`src/design/vec_pkg.sv`:
```
`default_nettype none

package vec_pkg;

  localparam int unsigned InDataW  = 64;
  localparam int unsigned OutDataW = 56;
  localparam int unsigned CfgIdxW  = 3;
  localparam int unsigned CfgDataW = 16;

  localparam int unsigned DvdW  = 27;
  localparam int unsigned DvsW  = 16;
  localparam int unsigned QuotW = 12;

  localparam logic [2:0] ActRefused   = 3'd0;
  localparam logic [2:0] ActIdle      = 3'd1;
  localparam logic [2:0] ActWaiting   = 3'd2;
  localparam logic [2:0] ActMove      = 3'd3;
  localparam logic [2:0] ActMoveDone  = 3'd4;
  localparam logic [2:0] ActConverged = 3'd5;

  localparam logic [CfgIdxW-1:0] CfgGimbalReady   = 3'd0;
  localparam logic [CfgIdxW-1:0] CfgAngleMin      = 3'd1;
  localparam logic [CfgIdxW-1:0] CfgAngleMax      = 3'd2;
  localparam logic [CfgIdxW-1:0] CfgStepLimit     = 3'd3;
  localparam logic [CfgIdxW-1:0] CfgMoveSpeed     = 3'd4;
  localparam logic [CfgIdxW-1:0] CfgConvergePix   = 3'd5;
  localparam logic [CfgIdxW-1:0] CfgMaxMoves      = 3'd6;

  typedef struct packed {
    logic             start;
    logic [DvdW-1:0]  dividend;
    logic [DvsW-1:0]  divisor;
  } div_req_t;

  typedef struct packed {
    logic             done;
    logic [QuotW-1:0] quot;
  } div_rsp_t;

  function automatic logic signed [12:0] clamp_angle(input logic signed [13:0] a,
                                                     input logic signed [12:0] lo,
                                                     input logic signed [12:0] hi);
    logic signed [13:0] lo_x;
    logic signed [13:0] hi_x;
    lo_x = 14'(lo);
    hi_x = 14'(hi);
    if (a < lo_x) begin
      return lo;
    end else if (a > hi_x) begin
      return hi;
    end
    return 13'(a);
  endfunction

endpackage

`default_nettype wire

```
`src/design/vec_div.sv`:
```
`default_nettype none

module vec_div (
  input  logic               clk_i,
  input  logic               rst_ni,
  input  vec_pkg::div_req_t  req_i,
  output logic               busy_o,
  output vec_pkg::div_rsp_t  rsp_o
);
  import vec_pkg::*;

  logic [DvsW-1:0]  rem_q;
  logic [QuotW-1:0] low_q;
  logic [3:0]       cnt_q;
  logic             busy_q;
  logic             done_q;
  logic [DvsW:0]    trial;
  logic             qbit;

  assign trial = {rem_q, low_q[QuotW-1]};
  assign qbit  = (trial >= {1'b0, req_i.divisor});

  always_ff @(posedge clk_i or negedge rst_ni) begin
    if (!rst_ni) begin
      busy_q <= 1'b0;
      done_q <= 1'b0;
      cnt_q  <= '0;
    end else begin
      done_q <= busy_q && (cnt_q == 4'd1);
      if (req_i.start) begin
        busy_q <= 1'b1;
        cnt_q  <= 4'(QuotW);
      end else if (busy_q) begin
        cnt_q <= cnt_q - 4'd1;
        if (cnt_q == 4'd1) begin
          busy_q <= 1'b0;
        end
      end
    end
  end

  always_ff @(posedge clk_i) begin
    if (req_i.start) begin
      rem_q <= {1'b0, req_i.dividend[DvdW-1:QuotW]};
      low_q <= req_i.dividend[QuotW-1:0];
    end else if (busy_q) begin
      rem_q <= qbit ? DvsW'(trial - {1'b0, req_i.divisor}) : trial[DvsW-1:0];
      low_q <= {low_q[QuotW-2:0], qbit};
    end
  end

  assign busy_o     = busy_q;
  assign rsp_o.done = done_q;
  assign rsp_o.quot = low_q;

  a_done_idle: assert property (@(posedge clk_i) disable iff (!rst_ni)
    done_q |-> !busy_q) else $error("divider done while busy");
  a_busy_cnt: assert property (@(posedge clk_i) disable iff (!rst_ni)
    busy_q |-> cnt_q != 4'd0) else $error("divider busy with empty count");
  a_last_done: assert property (@(posedge clk_i) disable iff (!rst_ni)
    (busy_q && cnt_q == 4'd1 && !req_i.start) |=> done_q) else $error("divider lost done");

endmodule

`default_nettype wire

```
`src/design/vision_error_correction_step.sv`:
```
// Vision error correction step for a two-axis gimbal.
// Input stream: s_axis_tuser selects a start request (0) or a camera report (1);
// s_axis_tdata carries the lost flag, pixel errors and current yaw/pitch.
// Output stream: one result per request; m_axis_tuser is the action code and
// m_axis_tdata the clamped yaw/pitch targets and axis speeds (zero when no move).
// Registers are written through cfg_we_i/cfg_idx_i/cfg_data_i, by the user only
// while idle; the block itself does not enforce this. A refused, idle or waiting
// result goes from the accept state straight to the output state, a converged one
// through the sum state first. A move runs the sequencer over four multiply/divide
// passes on one shared 12-step restoring divider, fewer passes when an error or a
// step is zero, and s_axis_tready stays low until the result reaches the output
// register. The sequencer takes a new request only once it is back in idle.
// The result sits in an output register; a new request is taken while it waits.
// When the receiver stalls, the next result is held in the sequencer until the
// output register frees, and no further request is taken.
// Reset clears the session, move count, stored report and restores register
// defaults; no result is pending afterwards.
`default_nettype none

module vision_error_correction_step (
  input  logic                          clk_i,
  input  logic                          rst_ni,
  input  logic                          s_axis_tvalid,
  output logic                          s_axis_tready,
  // vision_lost, err_x, err_y, yaw_now, pitch_now
  input  logic [vec_pkg::InDataW-1:0]   s_axis_tdata,
  // kind
  input  logic                          s_axis_tuser,
  output logic                          m_axis_tvalid,
  input  logic                          m_axis_tready,
  // yaw_target, pitch_target, yaw_rpm, pitch_rpm
  output logic [vec_pkg::OutDataW-1:0]  m_axis_tdata,
  // action
  output logic [2:0]                    m_axis_tuser,
  input  logic                          cfg_we_i,
  input  logic [vec_pkg::CfgIdxW-1:0]   cfg_idx_i,
  input  logic [vec_pkg::CfgDataW-1:0]  cfg_data_i
);
  import vec_pkg::*;

  localparam logic [2:0] StIdle  = 3'd0;
  localparam logic [2:0] StSum   = 3'd1;
  localparam logic [2:0] StMul   = 3'd2;
  localparam logic [2:0] StDivGo = 3'd3;
  localparam logic [2:0] StDivW  = 3'd4;
  localparam logic [2:0] StClamp = 3'd5;
  localparam logic [2:0] StOut   = 3'd6;

  logic [2:0] st_q, st_d;

  logic               cfg_ready_q;
  logic signed [12:0] amin_q, amax_q;
  logic [11:0]        slim_q, mspd_q;
  logic [15:0]        conv_q;
  logic [7:0]         maxmv_q;

  logic               session_q;
  logic [7:0]         moves_q;
  logic [15:0]        last_x_q, last_y_q;
  logic               last_ok_q;
  logic signed [12:0] yaw_q, pitch_q;
  logic [15:0]        vmax_q;
  logic [1:0]         phase_q;
  logic [DvdW-1:0]    prod_q;
  logic [11:0]        dy_mag_q, dp_mag_q;

  logic [2:0]         res_act_q;
  logic signed [12:0] res_yaw_q, res_pitch_q;
  logic [11:0]        res_ys_q, res_ps_q;

  logic               out_valid_q;
  logic [OutDataW-1:0] out_data_q;
  logic [2:0]         out_user_q;

  logic               in_kind, in_lost;
  logic [15:0]        in_x, in_y;
  logic signed [12:0] in_yaw, in_pitch;
  logic               accept, go_proc, out_free;

  logic [15:0]        ax, ay, vmax;
  logic [16:0]        err_sum;
  logic               conv_hit, vmax_zero;
  logic [11:0]        smax;
  logic               smax_zero;
  logic [15:0]        mul_a;
  logic [11:0]        mul_b;
  logic [27:0]        mul_p;
  logic [11:0]        quot_fix;
  logic signed [12:0] dy_s, dp_s;
  logic signed [13:0] yaw_sum, pitch_sum;
  logic [7:0]         moves_inc;
  logic               fin;

  div_req_t           div_req;
  div_rsp_t           div_rsp;
  logic               div_busy;

  assign in_kind  = s_axis_tuser;
  assign in_lost  = s_axis_tdata[0];
  assign in_x     = s_axis_tdata[16:1];
  assign in_y     = s_axis_tdata[32:17];
  assign in_yaw   = s_axis_tdata[45:33];
  assign in_pitch = s_axis_tdata[58:46];

  assign s_axis_tready = (st_q == StIdle);
  assign accept        = s_axis_tvalid && s_axis_tready;
  assign go_proc       = in_kind ? (session_q && !in_lost) : (cfg_ready_q && last_ok_q);
  assign out_free      = !out_valid_q || m_axis_tready;

  assign ax        = last_x_q[15] ? (~last_x_q + 16'd1) : last_x_q;
  assign ay        = last_y_q[15] ? (~last_y_q + 16'd1) : last_y_q;
  assign err_sum   = {1'b0, ax} + {1'b0, ay};
  assign conv_hit  = err_sum < {1'b0, conv_q};
  assign vmax      = (ax >= ay) ? ax : ay;
  assign vmax_zero = (vmax == 16'd0);
  assign smax      = (dy_mag_q >= dp_mag_q) ? dy_mag_q : dp_mag_q;
  assign smax_zero = (smax == 12'd0);

  always_comb begin
    unique case (phase_q)
      2'd0:    mul_a = ax;
      2'd1:    mul_a = ay;
      2'd2:    mul_a = {4'd0, dy_mag_q};
      default: mul_a = {4'd0, dp_mag_q};
    endcase
  end
  assign mul_b = phase_q[1] ? mspd_q : slim_q;
  assign mul_p = 28'(mul_a) * 28'(mul_b);

  assign div_req.start    = (st_q == StDivGo);
  assign div_req.dividend = phase_q[1] ? (prod_q + DvdW'(smax) - DvdW'(1))
                                       : (prod_q + DvdW'(vmax_q[15:1]));
  assign div_req.divisor  = phase_q[1] ? DvsW'(smax) : vmax_q;
  assign quot_fix         = (div_rsp.quot == 12'd0) ? 12'd1 : div_rsp.quot;

  vec_div u_div (
    .clk_i  (clk_i),
    .rst_ni (rst_ni),
    .req_i  (div_req),
    .busy_o (div_busy),
    .rsp_o  (div_rsp)
  );

  assign dy_s      = last_x_q[15] ? (~{1'b0, dy_mag_q} + 13'd1) : {1'b0, dy_mag_q};
  assign dp_s      = last_y_q[15] ? (~{1'b0, dp_mag_q} + 13'd1) : {1'b0, dp_mag_q};
  assign yaw_sum   = 14'(yaw_q) + 14'(dy_s);
  assign pitch_sum = 14'(pitch_q) + 14'(dp_s);
  assign moves_inc = moves_q + 8'd1;
  assign fin       = (moves_inc >= maxmv_q);

  always_comb begin
    st_d = st_q;
    unique case (st_q)
      StIdle:  if (accept) st_d = go_proc ? StSum : StOut;
      StSum: begin
        if (conv_hit) begin
          st_d = StOut;
        end else if (vmax_zero) begin
          st_d = StClamp;
        end else begin
          st_d = StMul;
        end
      end
      StMul:   st_d = (phase_q[1] && smax_zero) ? StClamp : StDivGo;
      StDivGo: st_d = StDivW;
      StDivW:  if (div_rsp.done) st_d = (phase_q == 2'd3) ? StClamp : StMul;
      StClamp: st_d = StOut;
      StOut:   if (out_free) st_d = StIdle;
      default: st_d = StIdle;
    endcase
  end

  always_ff @(posedge clk_i or negedge rst_ni) begin
    if (!rst_ni) begin
      st_q        <= StIdle;
      cfg_ready_q <= 1'b0;
      amin_q      <= -13'sd900;
      amax_q      <= 13'sd900;
      slim_q      <= 12'd50;
      mspd_q      <= 12'd60;
      conv_q      <= 16'd5;
      maxmv_q     <= 8'd10;
      session_q   <= 1'b0;
      moves_q     <= '0;
      last_x_q    <= '0;
      last_y_q    <= '0;
      last_ok_q   <= 1'b0;
      phase_q     <= '0;
      out_valid_q <= 1'b0;
    end else begin
      st_q <= st_d;
      if (cfg_we_i) begin
        unique case (cfg_idx_i)
          CfgGimbalReady: cfg_ready_q <= cfg_data_i[0];
          CfgAngleMin:    amin_q      <= cfg_data_i[12:0];
          CfgAngleMax:    amax_q      <= cfg_data_i[12:0];
          CfgStepLimit:   slim_q      <= cfg_data_i[11:0];
          CfgMoveSpeed:   mspd_q      <= cfg_data_i[11:0];
          CfgConvergePix: conv_q      <= cfg_data_i;
          CfgMaxMoves:    maxmv_q     <= cfg_data_i[7:0];
          default: ;
        endcase
      end
      if (st_q == StOut && out_free) begin
        out_valid_q <= 1'b1;
      end else if (m_axis_tready) begin
        out_valid_q <= 1'b0;
      end
      unique case (st_q)
        StIdle: begin
          if (accept) begin
            if (!in_kind) begin
              if (cfg_ready_q) begin
                session_q <= 1'b1;
                moves_q   <= '0;
              end
            end else begin
              last_x_q  <= in_x;
              last_y_q  <= in_y;
              last_ok_q <= !in_lost;
            end
          end
        end
        StSum: begin
          if (conv_hit) begin
            session_q <= 1'b0;
          end
          phase_q <= '0;
        end
        StDivW: begin
          if (div_rsp.done) begin
            phase_q <= phase_q + 2'd1;
          end
        end
        StClamp: begin
          moves_q <= moves_inc;
          if (fin) begin
            session_q <= 1'b0;
          end
        end
        default: ;
      endcase
    end
  end

  always_ff @(posedge clk_i) begin
    unique case (st_q)
      StIdle: begin
        if (accept) begin
          yaw_q       <= in_yaw;
          pitch_q     <= in_pitch;
          res_yaw_q   <= '0;
          res_pitch_q <= '0;
          res_ys_q    <= '0;
          res_ps_q    <= '0;
          if (!in_kind) begin
            res_act_q <= cfg_ready_q ? ActWaiting : ActRefused;
          end else begin
            res_act_q <= !session_q ? ActIdle : ActWaiting;
          end
        end
      end
      StSum: begin
        if (conv_hit) begin
          res_act_q <= ActConverged;
        end else if (vmax_zero) begin
          dy_mag_q <= '0;
          dp_mag_q <= '0;
          res_ys_q <= 12'd1;
          res_ps_q <= 12'd1;
        end else begin
          vmax_q <= vmax;
        end
      end
      StMul: begin
        if (phase_q[1] && smax_zero) begin
          res_ys_q <= 12'd1;
          res_ps_q <= 12'd1;
        end else begin
          prod_q <= mul_p[DvdW-1:0];
        end
      end
      StDivW: begin
        if (div_rsp.done) begin
          unique case (phase_q)
            2'd0:    dy_mag_q <= div_rsp.quot;
            2'd1:    dp_mag_q <= div_rsp.quot;
            2'd2:    res_ys_q <= quot_fix;
            default: res_ps_q <= quot_fix;
          endcase
        end
      end
      StClamp: begin
        res_yaw_q   <= clamp_angle(yaw_sum, amin_q, amax_q);
        res_pitch_q <= clamp_angle(pitch_sum, amin_q, amax_q);
        res_act_q   <= fin ? ActMoveDone : ActMove;
      end
      StOut: begin
        if (out_free) begin
          out_data_q <= {6'd0, res_ps_q, res_ys_q, res_pitch_q, res_yaw_q};
          out_user_q <= res_act_q;
        end
      end
      default: ;
    endcase
  end

  assign m_axis_tvalid = out_valid_q;
  assign m_axis_tdata  = out_data_q;
  assign m_axis_tuser  = out_user_q;

  a_move_speed: assert property (@(posedge clk_i) disable iff (!rst_ni)
    (out_valid_q && (out_user_q == ActMove || out_user_q == ActMoveDone))
      |-> (out_data_q[37:26] != 12'd0 && out_data_q[49:38] != 12'd0))
    else $error("move result with zero speed");
  a_nomove_zero: assert property (@(posedge clk_i) disable iff (!rst_ni)
    (out_valid_q && out_user_q != ActMove && out_user_q != ActMoveDone)
      |-> out_data_q == '0)
    else $error("non-move result with payload");
  a_fin_ends: assert property (@(posedge clk_i) disable iff (!rst_ni)
    (st_q == StClamp && fin) |=> !session_q)
    else $error("session still active after last move");
  a_div_free: assert property (@(posedge clk_i) disable iff (!rst_ni)
    div_req.start |-> !div_busy)
    else $error("divider started while busy");

endmodule

`default_nettype wire

```
`config.mk`:
```
export PLATFORM = sky130hd
export DESIGN_NAME = vision_error_correction_step
export DESIGN_NICKNAME = d
export VERILOG_FILES = /design/src/design/vec_pkg.sv /design/src/design/vec_div.sv /design/src/design/vision_error_correction_step.sv
export SDC_FILE = /design/constraint.sdc
export NUM_CORES = 1
export LEC_CHECK = 0
export ABC_AREA = 1
export BUFFER_PORTS_ARGS = -buffer_cell sky130_fd_sc_hd__buf_2
export CAP_MARGIN = 20
export CORE_MARGIN = 1.5
export CORE_UTILIZATION = 35
export CTS_CLUSTER_SIZE = 8
export DETAILED_ROUTE_END_ITERATION = 12
export PLACE_DENSITY_LB_ADDON = 0.15
export RECOVER_POWER = 50
export REMOVE_ABC_BUFFERS = 1
export SLEW_MARGIN = 15
export SYNTH_ARGS = -nofsm -noshare
export SYNTH_HDL_FRONTEND = slang
export SYNTH_HIERARCHICAL = 1
export SYNTH_SLANG_ARGS = --single-unit
```
`constraint.sdc`:
```
create_clock -name clk_i -period 11.8 [get_ports clk_i]
set_input_delay 1.18 -clock clk_i [delete_from_list [all_inputs] [get_ports clk_i]]
set_output_delay 1.18 -clock clk_i [all_outputs]
set_load 0.01 [all_outputs]
```
==> flow_summary.toml, run 1 <==
[critical_path]
cp.required_ps = 12120
critPathSlowestCell = "dfrtp_1"
crit_start = "phase_q[1]"
crit_fanout = 46
cpPeakStageDelay_ps = 1150
reg2reg_setup_slack_ps = 3490
end_kind = "flop"
regToRegEndpoint = "prod_q[25]"
rr_worst_depth = 26
reg2reg_from = "phase_q[1]"
cp-start-kind = "flop"
critPathArrivalTime_ps = 8620
path_class = "flop to flop"
endpoint = "prod_q[25]"

[route]
routed_wl_mm = 89.2
dr_total_vias = 25048
drc = 0
via_per_inst = 4.92
first_pass_iters = 6
drtAntennaViolNets = 0
avgRoutedWirePerCell_um = 17.5
drt_iter0_markers = 1485

[clock_tree]
hold_buffers = 0
post_cts_resize_count = 0
clkSlewWorstSetupHoldPaths_ps = 50
cts_made_buffers = 51
cts.sinks = 356
postCtsSetupRepairBufs = 0
h-tree-depth = 2
clock_path_buffers = 3
clk_latency_ps = 610
clockRootBuffer = "clkbuf_16"
tritoncts = "yes"

[logic_synthesis]
syn_area_um2 = 30300
ys_seq_elements = 356
synth.distinct_cells = 66
synth_edf_count = 226
yosysSeqAreaShare_pct = 33.2
ys_async_sr_fraction_pct = 36.2
synth-main-ff-cell = "edfxtp_1"
synth_warnings = 6
synth_area_per_cell_um2 = 8.03
synth_cells = 3777

[floorplanning]
die-area_um2 = 88400
row_count = 107
core_area_um2 = 85500
initial_core_util_pct = 35.4
fp.dieW_um = 297
ios = 150
fp.dieH_um = 297

[cells_and_area]
drive_above_1_share_pct = 7.72
final_cell_area_um2 = 33700
fin_nets = 4443
area_delta_synth_final_pct = 11.2

[place]
io_buffers = 138
dp_hpwl_mm = 71.3
detailed_place.area_um2 = 32300
gp_congestion = 0.910

[timing]
finalHoldViolations = 0
max_freq_mhz = 120
rsz0062_at_grt = "false"
period_needed_ps = 8310
period_share_pct = 70.4
slew_headroom_pct = -219
tns_ps = 0
finalMaxSlewViolations = 247
finClkSkew_ps = 37.4
setup_viol = 0
worst_pin_slew_ps = 4790

[global_routing]
overflow = 0
gr-usage-all-layers_pct = 20.3
grt_pass1_wl_mm = 140
grt_max_degree = 87
grt_pass1_vias = 24480
antenna_found_initial = 5

[run_status]
status = "complete, but fails checks"
violations = "max-capacitance violations, max-slew violations"

[worst_hold_path]
hp-class = "flop to flop"

[job]
maxCapViolCount = 5
## layer usage
metal  up-vias  track usage, %  part of all wire, %
li1      12515               -                    -
met1     11845            28.0                   47
met2       577            33.3                   46
met3       109            2.81                  5.0
met4         2            5.30                  2.5
met5         -               0                0.015
## stage by stage
| step | worst slack, ps | cells | utilization [%] | hold WS, ps |
|---|---|---|---|---|
| after floorplan | 3810 | 3692 | - | 400 |
| after global placement | 3960 | 4998 | 37.7 | 402 |
| after detailed placement | 3900 | 4998 | 37.7 | 405 |
| after CTS | 3830 | 5090 | 39.4 | 414 |
| after global routing | 3000 | 5093 | 39.4 | 418 |
| final | 3490 | 5094 | 39.4 | 414 |
## logic make-up after synthesis
| group | count (synthesis) | share of synthesized area, % |
|---|---|---|
| buffers and inverters | 742 | 9.53 |
| multiplexers | 2 | 0.0743 |
| AND/OR/NAND/NOR | 1510 | 21.1 |
| adder cells (fa/ha/maj) | 444 | 21.9 |
| other | 1 | 0.0124 |
| XOR/XNOR | 111 | 3.21 |
| flip-flops | 356 | 33.2 |
| AO/OA/AOI/OAI | 611 | 11.0 |
## sequential cells by signal (all words and copies together), names as in the netlist, 13 cells and up
register	flops
res_pitch_q	13
conv_q	16
res_yaw_q	13
vmax_q	16
amax_q	13
last_x_q	16
pitch_q	13
last_y_q	16
u_div/rem_q	16
yaw_q	13
amin_q	13
prod_q	27
m_axis_tdata	50
## worst min path at each step
stage | from | to | slack, ps | depth (start not counted)
2_1_floorplan | res_yaw_q[0] | m_axis_tdata[0] | 400 | 0
3_3_place_gp | res_pitch_q[12] | m_axis_tdata[25] | 400 | 0
3_5_place_dp | res_ys_q[6] | m_axis_tdata[32] | 400 | 0
4_1_cts | res_yaw_q[2] | m_axis_tdata[2] | 410 | 0
5_1_grt | res_ys_q[6] | m_axis_tdata[32] | 420 | 0
6_report | res_ys_q[6] | m_axis_tdata[32] | 410 | 0
## critical path: cells and delay by family, from the launching register on
kind,cells,cell delay (ps)
fa+ha+maj,7,3130
buf+inv,7,1410
simple gates,7,1370
flops,1,1150
compound gates,4,860
xor+xnor,1,90
## Yosys cell counts, types with 19 or more instances
master,number,area (um2)
xor2_1,80,701
nand4_1,45,282
nand2_1,899,3370
dfstp_2,23,604
nand3b_1,24,180
o21ai_0,262,1310
fa_1,145,2900
nor2_1,295,1110
clkbuf_1,58,218
dfrtp_1,106,2650
nand3_1,155,776
xnor2_1,31,272
nor3_1,32,160
ha_1,299,3740
inv_1,636,2390
nand2_2,19,119
edfxtp_1,226,6790
a21oi_1,223,1120
## final cells by class
class | instances | area [um2]
multi-input cells | 2684 | 17400
inverters | 652 | 2450
flip-flops and latches | 356 | 10100
fillers | 8905 | 51800
well taps | 1144 | 1430
repair buffers | 165 | 872
clock buffers | 87 | 1420
clock inverters | 5 | 57.6
diodes | 1 | 2.50
## cell usage in the layout, fill, tap and decap left out, types with 23 or more instances in the layout
master	n
buf_2	127
nor2_1	293
clkbuf_1	50
ha_1	299
inv_1	636
clkbuf_16	51
a21oi_1	223
nand4_1	45
nand3_1	155
dfstp_2	23
fa_1	145
dfrtp_1	106
nand3b_1	24
o21ai_0	260
nor3_1	32
edfxtp_1	226
xor2_1	80
nand2_1	899
xnor2_1	31
Power of run 1 is not shown: default switching activity piles up to over one toggle a cycle in this logic, so the estimate is an artifact.
==> run 2, diff against run 1 <==
==> constraint.sdc (replaced) <==
create_clock -name clk_i -period 7.5 [get_ports clk_i]
set_input_delay 0.75 -clock clk_i [delete_from_list [all_inputs] [get_ports clk_i]]
set_output_delay 0.75 -clock clk_i [all_outputs]
set_load 0.01 [all_outputs]
==> run 2 against run 1 <==
Compared with the run above:
- the run still ends with max-capacitance violations, max-slew violations left
- global-route usage increased by 0.071 points
- non-clock buffer count increased by 42
- critical path depth decreased by 1
- worst setup slack got worse by 3000 ps
- register-to-register slack got worse by 3000 ps
- via count decreased by 0.28%
- clock skew increased by 4.6 ps
- cell area increased by 1.2%
- critical path type unchanged
- largest cell class unchanged
==> flow_summary.toml, run 2 (synthesis results as in run 1) <==
[global_routing]
overflow = 0
antenna_found_initial = 0
gr-usage-all-layers_pct = 20.3
grt_pass1_wl_mm = 141
grt_pass1_vias = 24512
grt_max_degree = 79

[critical_path]
critPathArrivalTime_ps = 7340
cp-start-kind = "flop"
path_class = "flop to flop"
crit_top_cell = "nand2_1"
critPathBufInv = 5
end_kind = "flop"
critPathTopFamily = "adder cells"
cpPeakStageDelay_ps = 610
rr_worst_depth = 25
worstSetupPathDepth = 25
crit_fanout = 20
cp.required_ps = 7820
critPathSlowestCell = "dfrtp_1"

[job]
maxCapViolCount = 3

[clock_tree]
clk_latency_ps = 610
clock_path_buffers = 3
post_cts_resize_count = 0
cts_made_buffers = 52
tritoncts = "yes"
clockRootBuffer = "clkbuf_16"
clkSlewWorstSetupHoldPaths_ps = 50
postCtsSetupRepairBufs = 0
h-tree-depth = 2
cts.sinks = 356
hold_buffers = 0

[place]
place_inst = 5042
io_buffers = 138
dp_hpwl_mm = 71.6
gp_congestion = 0.887

[cells_and_area]
drive_above_1_share_pct = 7.46
fillers = 8921
mostFrequentLayoutCells = "nand2_1 (899), inv_1 (635), ha_1 (299)"
antennaDiodeCount = 0
largest_reg_flops = 50
fin_cells = 5140
layout_commonest_cell = "nand2_1"
multiInputGateArea_um2 = 17400
fin_nets = 4486
area_delta_synth_final_pct = 12.5
regArea_um2 = 10100

[timing]
finClkSkew_ps = 42.0
period_share_pct = 93.6
period_needed_ps = 7020
finalMaxSlewViolations = 165
finalHoldViolations = 0
worst_pin_slew_ps = 4310
max_freq_mhz = 142
setup_viol = 0
rsz0062_at_grt = "false"
slew_headroom_pct = -187

[floorplanning]
fp.dieW_um = 297
die-area_um2 = 88400
row_count = 107
fp.dieH_um = 297
ios = 150
core_area_um2 = 85500
initial_core_util_pct = 35.4

[worst_hold_path]
hp-class = "primary input to flop"
hold_depth = 1

[route]
drtAntennaViolNets = 0
avgRoutedWirePerCell_um = 17.4
routed_wl_mm = 89.3
via_per_inst = 4.86
drt_iter0_markers = 1715
drc = 0
first_pass_iters = 5
dr_total_vias = 24977

[run_status]
violations = "max-capacitance violations, max-slew violations"
status = "complete, but fails checks"
[run 2: cell count changes in the layout (fill, tap and decap cells not counted), moves of 5 or more]
cell,change
clkbuf_1,+52
buf_2,-52
o21ai_1,+5
o21ai_2,-6
buf_4,+41
[run 2: worst paths after layout]
path,startpoint,slack (ps),to
max,last_y_q[15],480,prod_q[20]
min,s_axis_tdata[58],310,pitch_q[12]
max reg2reg,last_y_q[15],480,prod_q[20]
min reg2reg,res_ys_q[3],410,m_axis_tdata[29]
max in group asynchronous,rst_ni,2540,phase_q[1]
min in group asynchronous,rst_ni,1670,mspd_q[8]
[run 2: routing by layer]
layer	up-vias	GRT usage [%]	share of wire [%]
met5	-	0	0
met4	0	5.05	2.3
met3	96	2.13	4.3
met2	503	33.5	46
met1	11792	28.5	48
li1	12586	-	-
[run 2: cell type report]
type                    instances  area share (%)
flip-flops and latches        356            29.5
well taps                    1144            4.20
inverters                     652            7.18
repair buffers                207            3.44
clock buffers                  91            4.30
clock inverters                 6           0.374
multi-input cells            2684            51.0
[run 2: stage by stage]
step	setup WS (ps)	cell area, um2	setup TNS (ps)	utilization (%)	hold slack, ps
2_1_floorplan	-486	29900	-3490	-	400
3_3_place_gp	605	32600	0	38.1	402
3_5_place_dp	556	32600	0	38.1	405
4_1_cts	473	34200	0	40.0	178
5_1_grt	69.4	34100	0	39.9	285
6_report	482	34100	0	39.9	310
[run 2: worst reg2reg max path, delay by kind of cell (launching register included)]
| kind | cells | cell delay (ps) |
|---|---|---|
| AO/OA/AOI/OAI | 4 | 970 |
| XOR/XNOR | 2 | 470 |
| adder cells (fa/ha/maj) | 6 | 2860 |
| buffers and inverters | 5 | 830 |
| flip-flops | 1 | 610 |
| AND/OR/NAND/NOR | 8 | 960 |
Power of run 2 is left out for the same reason.
==> run 3, diff against run 2 <==
--- a/config.mk
+++ b/config.mk
@@ -12,8 +12,8 @@
 export CORE_UTILIZATION = 35
 export CTS_CLUSTER_SIZE = 8
 export DETAILED_ROUTE_END_ITERATION = 12
-export PLACE_DENSITY_LB_ADDON = 0.15
-export RECOVER_POWER = 50
+export PLACE_DENSITY = 0.55
+export RECOVER_POWER = 100
 export REMOVE_ABC_BUFFERS = 1
 export SLEW_MARGIN = 15
 export SYNTH_ARGS = -nofsm -noshare
==> run 3 against run 2 <==
Compared with the run above:
- the run still ends with max-capacitance violations, max-slew violations left
- sequential share of layout area rose by 0.26 points
- non-clock buffer count fell by 7
- wire length fell by 2.5%
- via count rose by 0.49%
- clock skew fell by 5.0 ps
- largest cell class unchanged
==> flow_summary.toml, run 3 (synthesis results as in run 1) <==
[place]
io_buffers = 138
gp_congestion = 0.917
place_ws_ps = 464
detailed_place.area_um2 = 32500
dp_hpwl_mm = 69.5

[critical_path]
end_kind = "flop"
rr_worst_depth = 29
cp-start-kind = "flop"
regToRegEndpoint = "prod_q[19]"
reg2reg_from = "last_y_q[0]"
cp.required_ps = 7830
crit_fanout = 9
critPathArrivalTime_ps = 7420
cpPeakStageDelay_ps = 560
critPathSlowestCell = "fa_1"
reg2reg_setup_slack_ps = 400
path_class = "flop to flop"

[timing]
worst_pin_slew_ps = 4170
finalHoldViolations = 0
period_needed_ps = 7100
tns_ps = 0
setup_viol = 0
finalMaxSlewViolations = 342
finalWorstSetupSlack_ps = 402
period_share_pct = 94.6
max_freq_mhz = 141
slew_headroom_pct = -178
rsz0062_at_grt = "false"
finClkSkew_ps = 37.0

[worst_hold_path]
hold_path.startpoint = "s_axis_tdata[38]"
whs_endpoint = "yaw_q[5]"
hp-class = "primary input to flop"
hold_depth = 1

[floorplanning]
core_area_um2 = 85500
fp.dieH_um = 297
fp.dieW_um = 297
ios = 150
row_count = 107
initial_core_util_pct = 35.4
die-area_um2 = 88400

[global_routing]
overflow = 0
grt_pass1_vias = 24508
gr-usage-all-layers_pct = 19.8
grt_pass1_wl_mm = 138
antenna_found_initial = 2
grt_max_degree = 77

[cells_and_area]
mostFrequentLayoutCells = "nand2_1 (901), inv_1 (634), ha_1 (299)"
fin_nets = 4478
post-route-util_pct = 39.5
final_cell_area_um2 = 33800
fillers = 8834
layout_commonest_cell = "nand2_1"
area_delta_synth_final_pct = 11.6
largest_reg_flops = 50
drive_above_1_share_pct = 6.55

[route]
avgRoutedWirePerCell_um = 17.0
drc = 0
dr_total_vias = 25099
first_pass_iters = 5
via_per_inst = 4.89
drt_iter0_markers = 1624
routed_wl_mm = 87.1
drtAntennaViolNets = 0

[job]
maxCapViolCount = 7

[run_status]
status = "complete, but fails checks"
violations = "max-capacitance violations, max-slew violations"

[clock_tree]
clk_latency_ps = 610
clock_path_buffers = 3
clockRootBuffer = "clkbuf_16"
tritoncts = "yes"
cts.sinks = 356
cts_made_buffers = 51
clkSlewWorstSetupHoldPaths_ps = 50
h-tree-depth = 2
-- run 3: cell types whose count changed in the layout (fill, tap and decap cells not counted), sizes merged --
cell | previous run | this run
buf | 141 | 118
bufinv | 2 | 0
clkbuf | 157 | 174
clkinv | 15 | 11
clkinvlp | 1 | 5
diode | 0 | 2
inv | 640 | 639
-- run 3: worst max-delay path by stage --
stage,startpoint,endpoint,slack [ps],cells past startpoint
6_report,last_y_q[0],prod_q[19],400,29
3_3_place_gp,last_y_q[15],prod_q[19],550,26
2_1_floorplan,phase_q[1],prod_q[19],-490,27
5_1_grt,last_y_q[0],prod_q[25],4,28
4_1_cts,last_x_q[0],prod_q[25],390,29
3_5_place_dp,last_x_q[0],prod_q[25],460,29
-- run 3: critical path, delay by kind of cell, from the launching register on --
family / cells / cell delay [ps]
adders and majority gates: 7 / 3120
and+or+nand+nor: 8 / 1240
AOI/OAI and AO/OA: 7 / 1200
buffers and inverters: 6 / 700
DFF: 1 / 400
xor gates and xnor gates: 1 / 150
-- run 3: timing repair --
action / CTS / global route
endpoints found under the setup margin: 0 / 3
resized for setup: 0 / 8
buffers inserted: 0 / 3
hold buffers: 0 / 0
-- run 3: routing by layer --
metal  vias up  part of all wire [%]  GRT usage (%)
met5         -                     0              0
met4         0                   2.6           5.62
met3       104                   4.6           2.25
met2       569                    46           32.6
met1     11872                    47           27.3
li1      12554                     -              -
-- run 3: layout make-up --
| type | instances | area (um2) | share of cell area [%] |
|---|---|---|---|
| clock buffer | 92 | 1470 | 4.35 |
| clock inverter | 3 | 66.3 | 0.196 |
| sequential | 356 | 10100 | 29.8 |
| antenna | 2 | 5.00 | 0.0148 |
| multi-input combinational | 2684 | 17300 | 51.2 |
| timing repair buffer | 200 | 1010 | 3.00 |
| inverter | 652 | 2470 | 7.29 |
| tap | 1144 | 1430 | 4.23 |
-- run 3: per-stage QoR --
step,hold WS [ps],cells
floorplan,400,3692
global placement,403,5029
detailed placement,405,5030
CTS,176,5125
global route,293,5131
finish,319,5133
Power of run 3 is left out for the same reason.
